$ cat src/rtl/ulmf_pkg.sv
package ulmf_pkg;

    // ring of stored distances
    localparam int WINDOW = 5;
    localparam int SLOT_W = (WINDOW > 1) ? $clog2(WINDOW) : 1;
    localparam int RANK_W = $clog2(WINDOW + 1);
    localparam int MID    = WINDOW / 2;

    // field widths
    localparam int ECHO_W   = 15;
    localparam int DIST_W   = 16;
    localparam int HEIGHT_W = 9;
    localparam int CAP_W    = 17;
    localparam int LEVEL_W  = 14;
    localparam int VOL_W    = 20;
    localparam int CFG_W    = 17;
    localparam int CFG_IDX_W = 2;

    // shared multiplier and divider widths
    localparam int MUL_W  = 17;
    localparam int DIVD_W = 32;
    localparam int DIVS_W = 16;
    localparam int CNT_W  = $clog2(DIVD_W + 1);

    // constants of the conversion
    localparam logic [DIST_W-1:0] DIST_MIN   = 16'd500;
    localparam logic [DIST_W-1:0] DIST_MAX   = 16'd45000;
    localparam logic [DIST_W-1:0] RING_RESET = 16'd10000;
    localparam logic [MUL_W-1:0]  DIST_MUL   = 17'd343;
    localparam logic [DIVS_W-1:0] DIST_DIV   = 16'd200;
    localparam logic [MUL_W-1:0]  LVL_MUL    = 17'd10000;
    localparam logic [DIVS_W-1:0] VOL_DIV    = 16'd1000;
    localparam logic [DIST_W-1:0] CM_SCALE   = 16'd100;
    localparam logic [VOL_W-1:0]  VOL_MAX    = 20'hFFFFF;

    // configuration reset values
    localparam logic [HEIGHT_W-1:0] HEIGHT_RESET = 9'd200;
    localparam logic [HEIGHT_W-1:0] OFFSET_RESET = 9'd20;
    localparam logic [CAP_W-1:0]    CAP_RESET    = 17'd1000;

    typedef enum logic [CFG_IDX_W-1:0] {
        CFG_TANK_HEIGHT   = 2'd0,
        CFG_SENSOR_OFFSET = 2'd1,
        CFG_CAPACITY      = 2'd2
    } cfg_index_t;

    typedef enum logic [3:0] {
        ST_IDLE,
        ST_DIST_GO,
        ST_DIST_WAIT,
        ST_RING_WR,
        ST_MED_GO,
        ST_MED_WAIT,
        ST_HEIGHT,
        ST_LVL_GO,
        ST_LVL_WAIT,
        ST_VOL_GO,
        ST_VOL_WAIT,
        ST_FINISH
    } state_t;

    typedef struct packed {
        logic              start;
        logic [DIVD_W-1:0] dividend;
        logic [DIVS_W-1:0] divisor;
    } div_req_t;

    typedef struct packed {
        logic wr_en;
        logic start;
    } med_ctl_t;

endpackage

$ cat src/rtl/ulmf_div.sv
module ulmf_div
    import ulmf_pkg::*;
(
    input  logic              aclk,
    input  logic              aresetn,
    input  div_req_t          req,
    output logic              done,
    output logic [DIVD_W-1:0] quotient
);

    logic [DIVD_W-1:0] quot_reg;
    logic [DIVS_W-1:0] rem_reg;
    logic [DIVS_W-1:0] divisor_reg;
    logic [CNT_W-1:0]  cnt_reg;
    logic              busy_reg;
    logic              done_reg;
    logic [DIVS_W:0]   trial;
    logic              fits;

    // one restoring step: bring down the next dividend bit
    assign trial = {rem_reg, quot_reg[DIVD_W-1]};
    assign fits  = (trial >= {1'b0, divisor_reg});

    // control
    always_ff @(posedge aclk) begin
        if (!aresetn) begin
            busy_reg <= 1'b0;
            done_reg <= 1'b0;
            cnt_reg  <= '0;
        end else begin
            done_reg <= 1'b0;
            if (req.start) begin
                busy_reg <= 1'b1;
                cnt_reg  <= CNT_W'(DIVD_W);
            end else if (busy_reg) begin
                cnt_reg <= cnt_reg - 1'b1;
                if (cnt_reg == CNT_W'(1)) begin
                    busy_reg <= 1'b0;
                    done_reg <= 1'b1;
                end
            end
        end
    end

    // quotient and remainder shift
    always_ff @(posedge aclk) begin
        if (req.start) begin
            quot_reg    <= req.dividend;
            rem_reg     <= '0;
            divisor_reg <= req.divisor;
        end else if (busy_reg) begin
            quot_reg <= {quot_reg[DIVD_W-2:0], fits};
            if (fits) begin
                rem_reg <= DIVS_W'(trial - {1'b0, divisor_reg});
            end else begin
                rem_reg <= trial[DIVS_W-1:0];
            end
        end
    end

    assign done     = done_reg;
    assign quotient = quot_reg;

endmodule

$ cat src/rtl/ulmf_med.sv
module ulmf_med
    import ulmf_pkg::*;
(
    input  logic              aclk,
    input  logic              aresetn,
    input  med_ctl_t          ctl,
    input  logic [DIST_W-1:0] wr_data,
    output logic              done,
    output logic [DIST_W-1:0] median
);

    logic [DIST_W-1:0] ring_reg [WINDOW];
    logic [SLOT_W-1:0] slot_reg;
    logic [SLOT_W-1:0] cand_reg;
    logic              busy_reg;
    logic              done_reg;
    logic [DIST_W-1:0] med_reg;
    logic [DIST_W-1:0] cand_val;
    logic [RANK_W-1:0] rank;

    // rank of the candidate, ties broken by slot order
    assign cand_val = ring_reg[cand_reg];
    always_comb begin
        rank = '0;
        for (int j = 0; j < WINDOW; j++) begin
            if ((ring_reg[j] < cand_val) ||
                ((ring_reg[j] == cand_val) && (SLOT_W'(j) < cand_reg))) begin
                rank = rank + 1'b1;
            end
        end
    end

    // ring write
    always_ff @(posedge aclk) begin
        if (!aresetn) begin
            for (int i = 0; i < WINDOW; i++) begin
                ring_reg[i] <= RING_RESET;
            end
            slot_reg <= '0;
        end else if (ctl.wr_en) begin
            ring_reg[slot_reg] <= wr_data;
            if (slot_reg == SLOT_W'(WINDOW - 1)) begin
                slot_reg <= '0;
            end else begin
                slot_reg <= slot_reg + 1'b1;
            end
        end
    end

    // candidate scan, one entry a cycle
    always_ff @(posedge aclk) begin
        if (!aresetn) begin
            busy_reg <= 1'b0;
            done_reg <= 1'b0;
            cand_reg <= '0;
        end else begin
            done_reg <= 1'b0;
            if (ctl.start) begin
                busy_reg <= 1'b1;
                cand_reg <= '0;
            end else if (busy_reg) begin
                if (cand_reg == SLOT_W'(WINDOW - 1)) begin
                    busy_reg <= 1'b0;
                    done_reg <= 1'b1;
                end else begin
                    cand_reg <= cand_reg + 1'b1;
                end
            end
        end
    end

    // capture the middle element
    always_ff @(posedge aclk) begin
        if (busy_reg && (rank == RANK_W'(MID))) begin
            med_reg <= cand_val;
        end
    end

    assign done   = done_reg;
    assign median = med_reg;

endmodule

$ cat src/rtl/ultrasonic_level_median_filter.sv
// Ultrasonic tank level filter with a five-entry median ring.
// Input stream s_*: one word per echo, s_tdata[14:0] is the echo width in us.
// Output stream m_*: one word per accepted echo; m_tuser is the healthy flag,
// m_tdata carries median distance (0.01 cm), level (0.01 %) and volume (dl).
// Tank height, sensor offset and capacity are set through the cfg_* write
// port, indexes 0, 1 and 2; write them only while the block is idle.
// Each echo is worked through a sequencer around one multiplier and one
// radix-2 restoring divider: distance, level and volume each need one pass
// (level and volume only when the offset is below the height), and the
// median scan checks one ring entry per cycle. s_tready is high only while
// idle, so a new echo is not taken before the last one is worked through.
// The finished word sits in an output register, so the next echo is taken
// while the receiver stalls; a second word waits in the last step until the
// register is free.
// Synchronous active-low reset: ring filled with 100 cm, write slot 0,
// registers back to 200 cm, 20 cm and 1000 l, no word pending.
module ultrasonic_level_median_filter
    import ulmf_pkg::*;
(
    input  logic                 aclk,
    input  logic                 aresetn,
    input  logic                 s_tvalid,
    output logic                 s_tready,
    input  logic [15:0]          s_tdata,     // [14:0] echo_width_us
    output logic                 m_tvalid,
    input  logic                 m_tready,
    output logic [55:0]          m_tdata,     // [15:0] median_distance,
                                              // [29:16] level_hundredths_pct,
                                              // [49:30] volume_deciliters
    output logic [0:0]           m_tuser,     // [0] healthy
    input  logic                 cfg_we,
    input  logic [CFG_IDX_W-1:0] cfg_index,
    input  logic [CFG_W-1:0]     cfg_data
);

    state_t              state_reg, state_next;
    logic [HEIGHT_W-1:0] height_reg;
    logic [HEIGHT_W-1:0] offset_reg;
    logic [CAP_W-1:0]    cap_reg;
    logic [ECHO_W-1:0]   echo_reg;
    logic                healthy_reg;
    logic [DIST_W-1:0]   h_reg;
    logic [DIST_W-1:0]   eff_reg;
    logic [LEVEL_W-1:0]  level_reg;
    logic [VOL_W-1:0]    vol_reg;
    logic                m_valid_reg;
    logic                out_healthy_reg;
    logic [DIST_W-1:0]   out_median_reg;
    logic [LEVEL_W-1:0]  out_level_reg;
    logic [VOL_W-1:0]    out_vol_reg;

    logic [MUL_W-1:0]    mul_a, mul_b;
    logic [2*MUL_W-1:0]  mul_p;
    div_req_t            div_req;
    logic                div_done;
    logic [DIVD_W-1:0]   quotient;
    med_ctl_t            med_ctl;
    logic                med_done;
    logic [DIST_W-1:0]   median;
    logic [DIST_W-1:0]   distance;
    logic                in_window;
    logic                geom_ok;
    logic [DIST_W-1:0]   full_cm;
    logic [DIST_W-1:0]   eff_cm;
    logic [DIST_W-1:0]   h_raw;
    logic                out_free;
    logic                s_fire;

    assign s_fire   = s_tvalid && s_tready;
    assign out_free = !m_valid_reg || m_tready;

    // shared units
    assign mul_p = mul_a * mul_b;

    ulmf_div u_div (
        .aclk     (aclk),
        .aresetn  (aresetn),
        .req      (div_req),
        .done     (div_done),
        .quotient (quotient)
    );

    ulmf_med u_med (
        .aclk    (aclk),
        .aresetn (aresetn),
        .ctl     (med_ctl),
        .wr_data (distance),
        .done    (med_done),
        .median  (median)
    );

    // distance window check
    assign distance  = quotient[DIST_W-1:0];
    assign in_window = (distance > DIST_MIN) && (distance < DIST_MAX);

    // tank geometry in 0.01 cm
    assign geom_ok = (offset_reg < height_reg);
    assign full_cm = DIST_W'({7'b0, height_reg} * CM_SCALE);
    assign eff_cm  = DIST_W'(({7'b0, height_reg} - {7'b0, offset_reg}) * CM_SCALE);
    assign h_raw   = (full_cm > median) ? (full_cm - median) : '0;

    // configuration registers
    always_ff @(posedge aclk) begin
        if (!aresetn) begin
            height_reg <= HEIGHT_RESET;
            offset_reg <= OFFSET_RESET;
            cap_reg    <= CAP_RESET;
        end else if (cfg_we) begin
            unique case (cfg_index)
                CFG_TANK_HEIGHT:   height_reg <= cfg_data[HEIGHT_W-1:0];
                CFG_SENSOR_OFFSET: offset_reg <= cfg_data[HEIGHT_W-1:0];
                CFG_CAPACITY:      cap_reg    <= cfg_data[CAP_W-1:0];
                default: ;
            endcase
        end
    end

    // next state
    always_comb begin
        state_next = state_reg;
        unique case (state_reg)
            ST_IDLE:      if (s_fire) state_next = ST_DIST_GO;
            ST_DIST_GO:   state_next = ST_DIST_WAIT;
            ST_DIST_WAIT: if (div_done) state_next = ST_RING_WR;
            ST_RING_WR:   state_next = ST_MED_GO;
            ST_MED_GO:    state_next = ST_MED_WAIT;
            ST_MED_WAIT:  if (med_done) state_next = ST_HEIGHT;
            ST_HEIGHT:    state_next = geom_ok ? ST_LVL_GO : ST_FINISH;
            ST_LVL_GO:    state_next = ST_LVL_WAIT;
            ST_LVL_WAIT:  if (div_done) state_next = ST_VOL_GO;
            ST_VOL_GO:    state_next = ST_VOL_WAIT;
            ST_VOL_WAIT:  if (div_done) state_next = ST_FINISH;
            ST_FINISH:    if (out_free) state_next = ST_IDLE;
            default:      state_next = ST_IDLE;
        endcase
    end

    // sequencer outputs: operand selection and unit starts
    always_comb begin
        s_tready         = 1'b0;
        mul_a            = '0;
        mul_b            = '0;
        div_req.start    = 1'b0;
        div_req.divisor  = '0;
        med_ctl.wr_en    = 1'b0;
        med_ctl.start    = 1'b0;
        unique case (state_reg)
            ST_IDLE: s_tready = 1'b1;
            ST_DIST_GO: begin
                mul_a           = {2'b0, echo_reg};
                mul_b           = DIST_MUL;
                div_req.start   = 1'b1;
                div_req.divisor = DIST_DIV;
            end
            ST_RING_WR: med_ctl.wr_en = in_window;
            ST_MED_GO:  med_ctl.start = 1'b1;
            ST_LVL_GO: begin
                mul_a           = {1'b0, h_reg};
                mul_b           = LVL_MUL;
                div_req.start   = 1'b1;
                div_req.divisor = eff_reg;
            end
            ST_VOL_GO: begin
                mul_a           = {3'b0, level_reg};
                mul_b           = cap_reg;
                div_req.start   = 1'b1;
                div_req.divisor = VOL_DIV;
            end
            default: ;
        endcase
        div_req.dividend = mul_p[DIVD_W-1:0];
    end

    // state register
    always_ff @(posedge aclk) begin
        if (!aresetn) begin
            state_reg <= ST_IDLE;
        end else begin
            state_reg <= state_next;
        end
    end

    // working registers
    always_ff @(posedge aclk) begin
        if (s_fire) begin
            echo_reg <= s_tdata[ECHO_W-1:0];
        end
        if (state_reg == ST_RING_WR) begin
            healthy_reg <= in_window;
        end
        if (state_reg == ST_HEIGHT) begin
            h_reg     <= (h_raw > eff_cm) ? eff_cm : h_raw;
            eff_reg   <= eff_cm;
            level_reg <= '0;
            vol_reg   <= '0;
        end
        if ((state_reg == ST_LVL_WAIT) && div_done) begin
            level_reg <= quotient[LEVEL_W-1:0];
        end
        if ((state_reg == ST_VOL_WAIT) && div_done) begin
            vol_reg <= (|quotient[DIVD_W-1:VOL_W]) ? VOL_MAX : quotient[VOL_W-1:0];
        end
    end

    // output register
    always_ff @(posedge aclk) begin
        if (!aresetn) begin
            m_valid_reg <= 1'b0;
        end else if ((state_reg == ST_FINISH) && out_free) begin
            m_valid_reg <= 1'b1;
        end else if (m_tready) begin
            m_valid_reg <= 1'b0;
        end
    end

    always_ff @(posedge aclk) begin
        if ((state_reg == ST_FINISH) && out_free) begin
            out_healthy_reg <= healthy_reg;
            out_median_reg  <= median;
            out_level_reg   <= level_reg;
            out_vol_reg     <= vol_reg;
        end
    end

    assign m_tvalid = m_valid_reg;
    assign m_tuser  = out_healthy_reg;
    assign m_tdata  = {6'b0, out_vol_reg, out_level_reg, out_median_reg};

endmodule

$ cat config.mk
export PLATFORM = sky130hd
export DESIGN_NAME = ultrasonic_level_median_filter
export DESIGN_NICKNAME = d
export VERILOG_FILES = /design/src/rtl/ulmf_pkg.sv /design/src/rtl/ulmf_div.sv /design/src/rtl/ulmf_med.sv /design/src/rtl/ultrasonic_level_median_filter.sv
export SDC_FILE = /design/constraint.sdc
export NUM_CORES = 1
export LEC_CHECK = 0
export BUFFER_PORTS_ARGS = -buffer_cell sky130_fd_sc_hd__buf_2
export CORE_MARGIN = 2
export CORE_UTILIZATION = 45
export DETAILED_ROUTE_END_ITERATION = 7
export SYNTH_ARGS = -nofsm -noshare
export SYNTH_HDL_FRONTEND = slang
export SYNTH_SLANG_ARGS = --single-unit
$ cat constraint.sdc
create_clock -name aclk -period 8.37 [get_ports aclk]
set_input_delay 2.0925 -clock aclk [delete_from_list [all_inputs] [get_ports aclk]]
set_output_delay 2.0925 -clock aclk [all_outputs]
set_load 0.05 [all_outputs]
==> results.md <==
- Status: complete, no violations
- Final period utilization: 95.1%
- TNS Setup: 0 ns
- First-pass GRT wire length: approximately 130000 um
- CTS resizes: 0
- Peak fanout along the critical path: 28
- Post-synthesis mux area share: 4.19%
- PortBufs: 91
- Post-CTS Hold Buffers: 0
- Worst Hold Depth: 0
- CTS tree: done
- XOR/XNOR Fraction of Synth Area: 2.02%
- Peak VDD IR: approximately 0.34 mV
- H-tree levels: 2
- Simple-Gate Fraction of Synth Area: 13.8%
- Drc violations: 0
- Worst-Margin Slew: about 1.2 ns
- Static leakage: 14.4 nW
- CP endpoint kind: flop
- Highest-count cells in the layout ignoring fill and taps: inv_1, edfxtp_1, nand2_1
- Mean Syn Cell Area: roughly 10 sq um
- Setup CP Type: reg -> reg
- Mapped cell area: a little over 30000 sq um
- Detailed-router iteration count before antenna repair: 5
- RSZ-0062 raised after global routing: false
- Slew margin rel.: between 20% and 30%
- Post-CTS Setup Inserts: 0
- Clock Tree Buf Depth: 3
- Share of layout cells above drive strength 1: under 10%
- Post-synth EDFFs: approximately 320
- Compound-gate portion of the synthesized area: about a tenth
- GRT Util Overall: between 20% and 30%
- # IOs: 99
- Synth Register Bits: roughly 400
- FFs w/ async S/R, synth: 0%
- Area grow syn2layout: 10.6%
- DP Wirelength: approximately 65000 um
- Combinational family with the most area after synthesis: adder cells
- # nets final: 3584
- Fin crit period: just under 8 ns
- Core Util, Final: between 50% and 60%
- Netlist cell types: 86
- GP Congestion: approximately 0.93
- Largest cells by area after synthesis: edfxtp_1, fa_1, ha_1
- Number of max-cap violations: 0
- DRT Wirelength: between 80000 and 90000 um
- Dominant cell type by area after synthesis: edfxtp_1
- Ys flop type: edfxtp_1
- Root Buffer: clkbuf_16
- Ys Warns: 0
- Pwr Total: ~0.0073 W
- Clock Latency Late Sink: 0.60 ns
- Post-synthesis adder-cell area fraction: a little over a quarter
- R2R depth: 24
- Clock Sinks: a little under 400
- Largest net degree at the start of global routing: 50
- Final antenna-violating net count: 0
- P per Cell Area: 218 nW/um^2
- WL/cell: roughly 21 um
- Vias per cell: around 5.5
- Number of flip-flops in the largest register: about 130
- Core footprint: between 60000 and 70000 sq um
- Area share of the largest cell type after synthesis: between 30% and 40%
- Fin. Hold Viols: 0
- Die area: approximately 69000 sq um
- Die Y-Extent: 263 um
- CTS Buf Count: 46
- Post-place setup slack: approximately 0.44 ns
- Critical R2R Capture: u_div.quotient[31]$_DFFE_PP_
- Commonest non-fill, non-tap cell in the layout: inv_1
- R2r setup slk: 0.41 ns
- Num rows: 95
- Final Max Slew Viols: 0
- DR iter-0 viols: 1669
- Vias in the first global route: 22200
- CP Data Arrival Time: between 8 and 9 ns
- Hold Path Origin: vol_reg[14]$_SDFFCE_PN0P_
- DIE WIDTH: between 200 and 300 um
- Critical Path RT: approximately 9 ns
- RR Startpoint: state_reg[2]$_SDFFE_PN0P_
- Worst Hold Class: reg -> reg
- GRT overflow: 0
- Clock slew at reported path FFs: around 0.06 ns
- Hold Crit Endpoint: out_vol_reg[14]$_DFFE_PP_
- Fin Clk Skew: ~0.026 ns
- DR vias: 21800
- Initial antenna violation count: 2
- Final setup viols: 0
- Setup WS post-layout: around 0.41 ns
- Fmax: between 100 and 150 MHz
- Sequential-to-total area share from yosys stat: between 30% and 40%
- Startpoint types: flop
- Syn Inst Count: between 2000 and 3000
- Initial Util: 45.3%
-- worst max-delay path: stages, from the launching register on --
cell,delay [ns]
dfxtp_1,0.42
nand2_1,0.19
nor2_2,0.04
buf_4,0.21
a222oi_1,1.04
buf_4,0.37
nor2_1,0.08
fa_1,0.56
inv_1,0.05
fa_1,0.53
inv_1,0.05
fa_1,0.52
fa_1,0.44
fa_1,0.56
inv_1,0.06
fa_1,0.54
inv_1,0.05
ha_1,0.36
nand4_1,0.17
o31a_1,0.40
o211ai_1,0.40
nand3_1,0.17
o211ai_1,0.27
nor2_1,0.08
a211oi_1,0.20
-- kinds of logic (layout without fill, tap and decap cells) --
group / Yosys count / after routing
xor+xnor: 68 / 68
flops: 396 / 396
other cells: 2 / 26
mux: 85 / 85
fa+ha+maj: 523 / 523
simple gates: 882 / 882
compound gates: 442 / 442
buf+inv: 518 / 638
-- worst max-delay path by stage --
stage	startpoint	endpoint	slack, ns	cells after the start
CTS	state_reg[1]$_SDFFE_PN0P_	u_div.quotient[31]$_DFFE_PP_	0.40	24
global placement	state_reg[1]$_SDFFE_PN0P_	u_div.quotient[31]$_DFFE_PP_	0.49	24
floorplan	state_reg[3]$_SDFFE_PN0P_	u_div.quotient[23]$_DFFE_PP_	1.20	27
finish	state_reg[2]$_SDFFE_PN0P_	u_div.quotient[31]$_DFFE_PP_	0.41	24
detailed placement	state_reg[2]$_SDFFE_PN0P_	u_div.quotient[31]$_DFFE_PP_	0.44	24
global route	state_reg[1]$_SDFFE_PN0P_	u_div.quotient[24]$_DFFE_PP_	0.003	25
-- layer usage --
layer  vias to the layer above  global-route usage, %  share of wire (%)
li1                      10100                      -                  -
met3                       140                   3.51                6.1
met4                         0                   7.98                3.3
met5                         -                      0                  0
met1                     10900                   33.4                 44
met2                       643                   40.2                 47
-- metrics by stage --
step | hold slack [ns] | instances | cell area [sq um]
4_1_cts | 0.423 | 3932 | 33500
3_3_place_gp | 0.409 | 3846 | 31900
2_1_floorplan | 0.400 | 2939 | 30400
6_report | 0.422 | 3933 | 33500
5_1_grt | 0.426 | 3933 | 33500
3_5_place_dp | 0.410 | 3846 | 31900
-- Yosys cell counts (all sizes together), types with 48 or more instances --
cell type / number
nand2: 307
clkbuf: 67
o21a: 52
and2: 99
dfxtp: 75
ha: 301
edfxtp: 321
a21oi: 134
nand2b: 59
nor2: 231
inv: 406
o21ai: 81
a21o: 48
fa: 222
-- power by group --
group          internal [W]  switching [W]  total, W  leakage [nW]
Combinational      0.000980        0.00155   0.00253          10.1
Sequential          0.00239       0.000249   0.00264          3.58
Clock               0.00126       0.000869   0.00213         0.768
-- final cells by class --
cell class,instances,area [sq um]
Clock buffer,59,1220
Antenna cell,1,2.50
Multi-Input combinational cell,2025,17300
Fill cell,6151,33400
Tap cell,873,1090
Clock inverter,27,360
Timing Repair Buffer,144,853
Sequential cell,396,11100
Inverter,408,1530
Note: power is estimated with default switching activity, not from simulation.
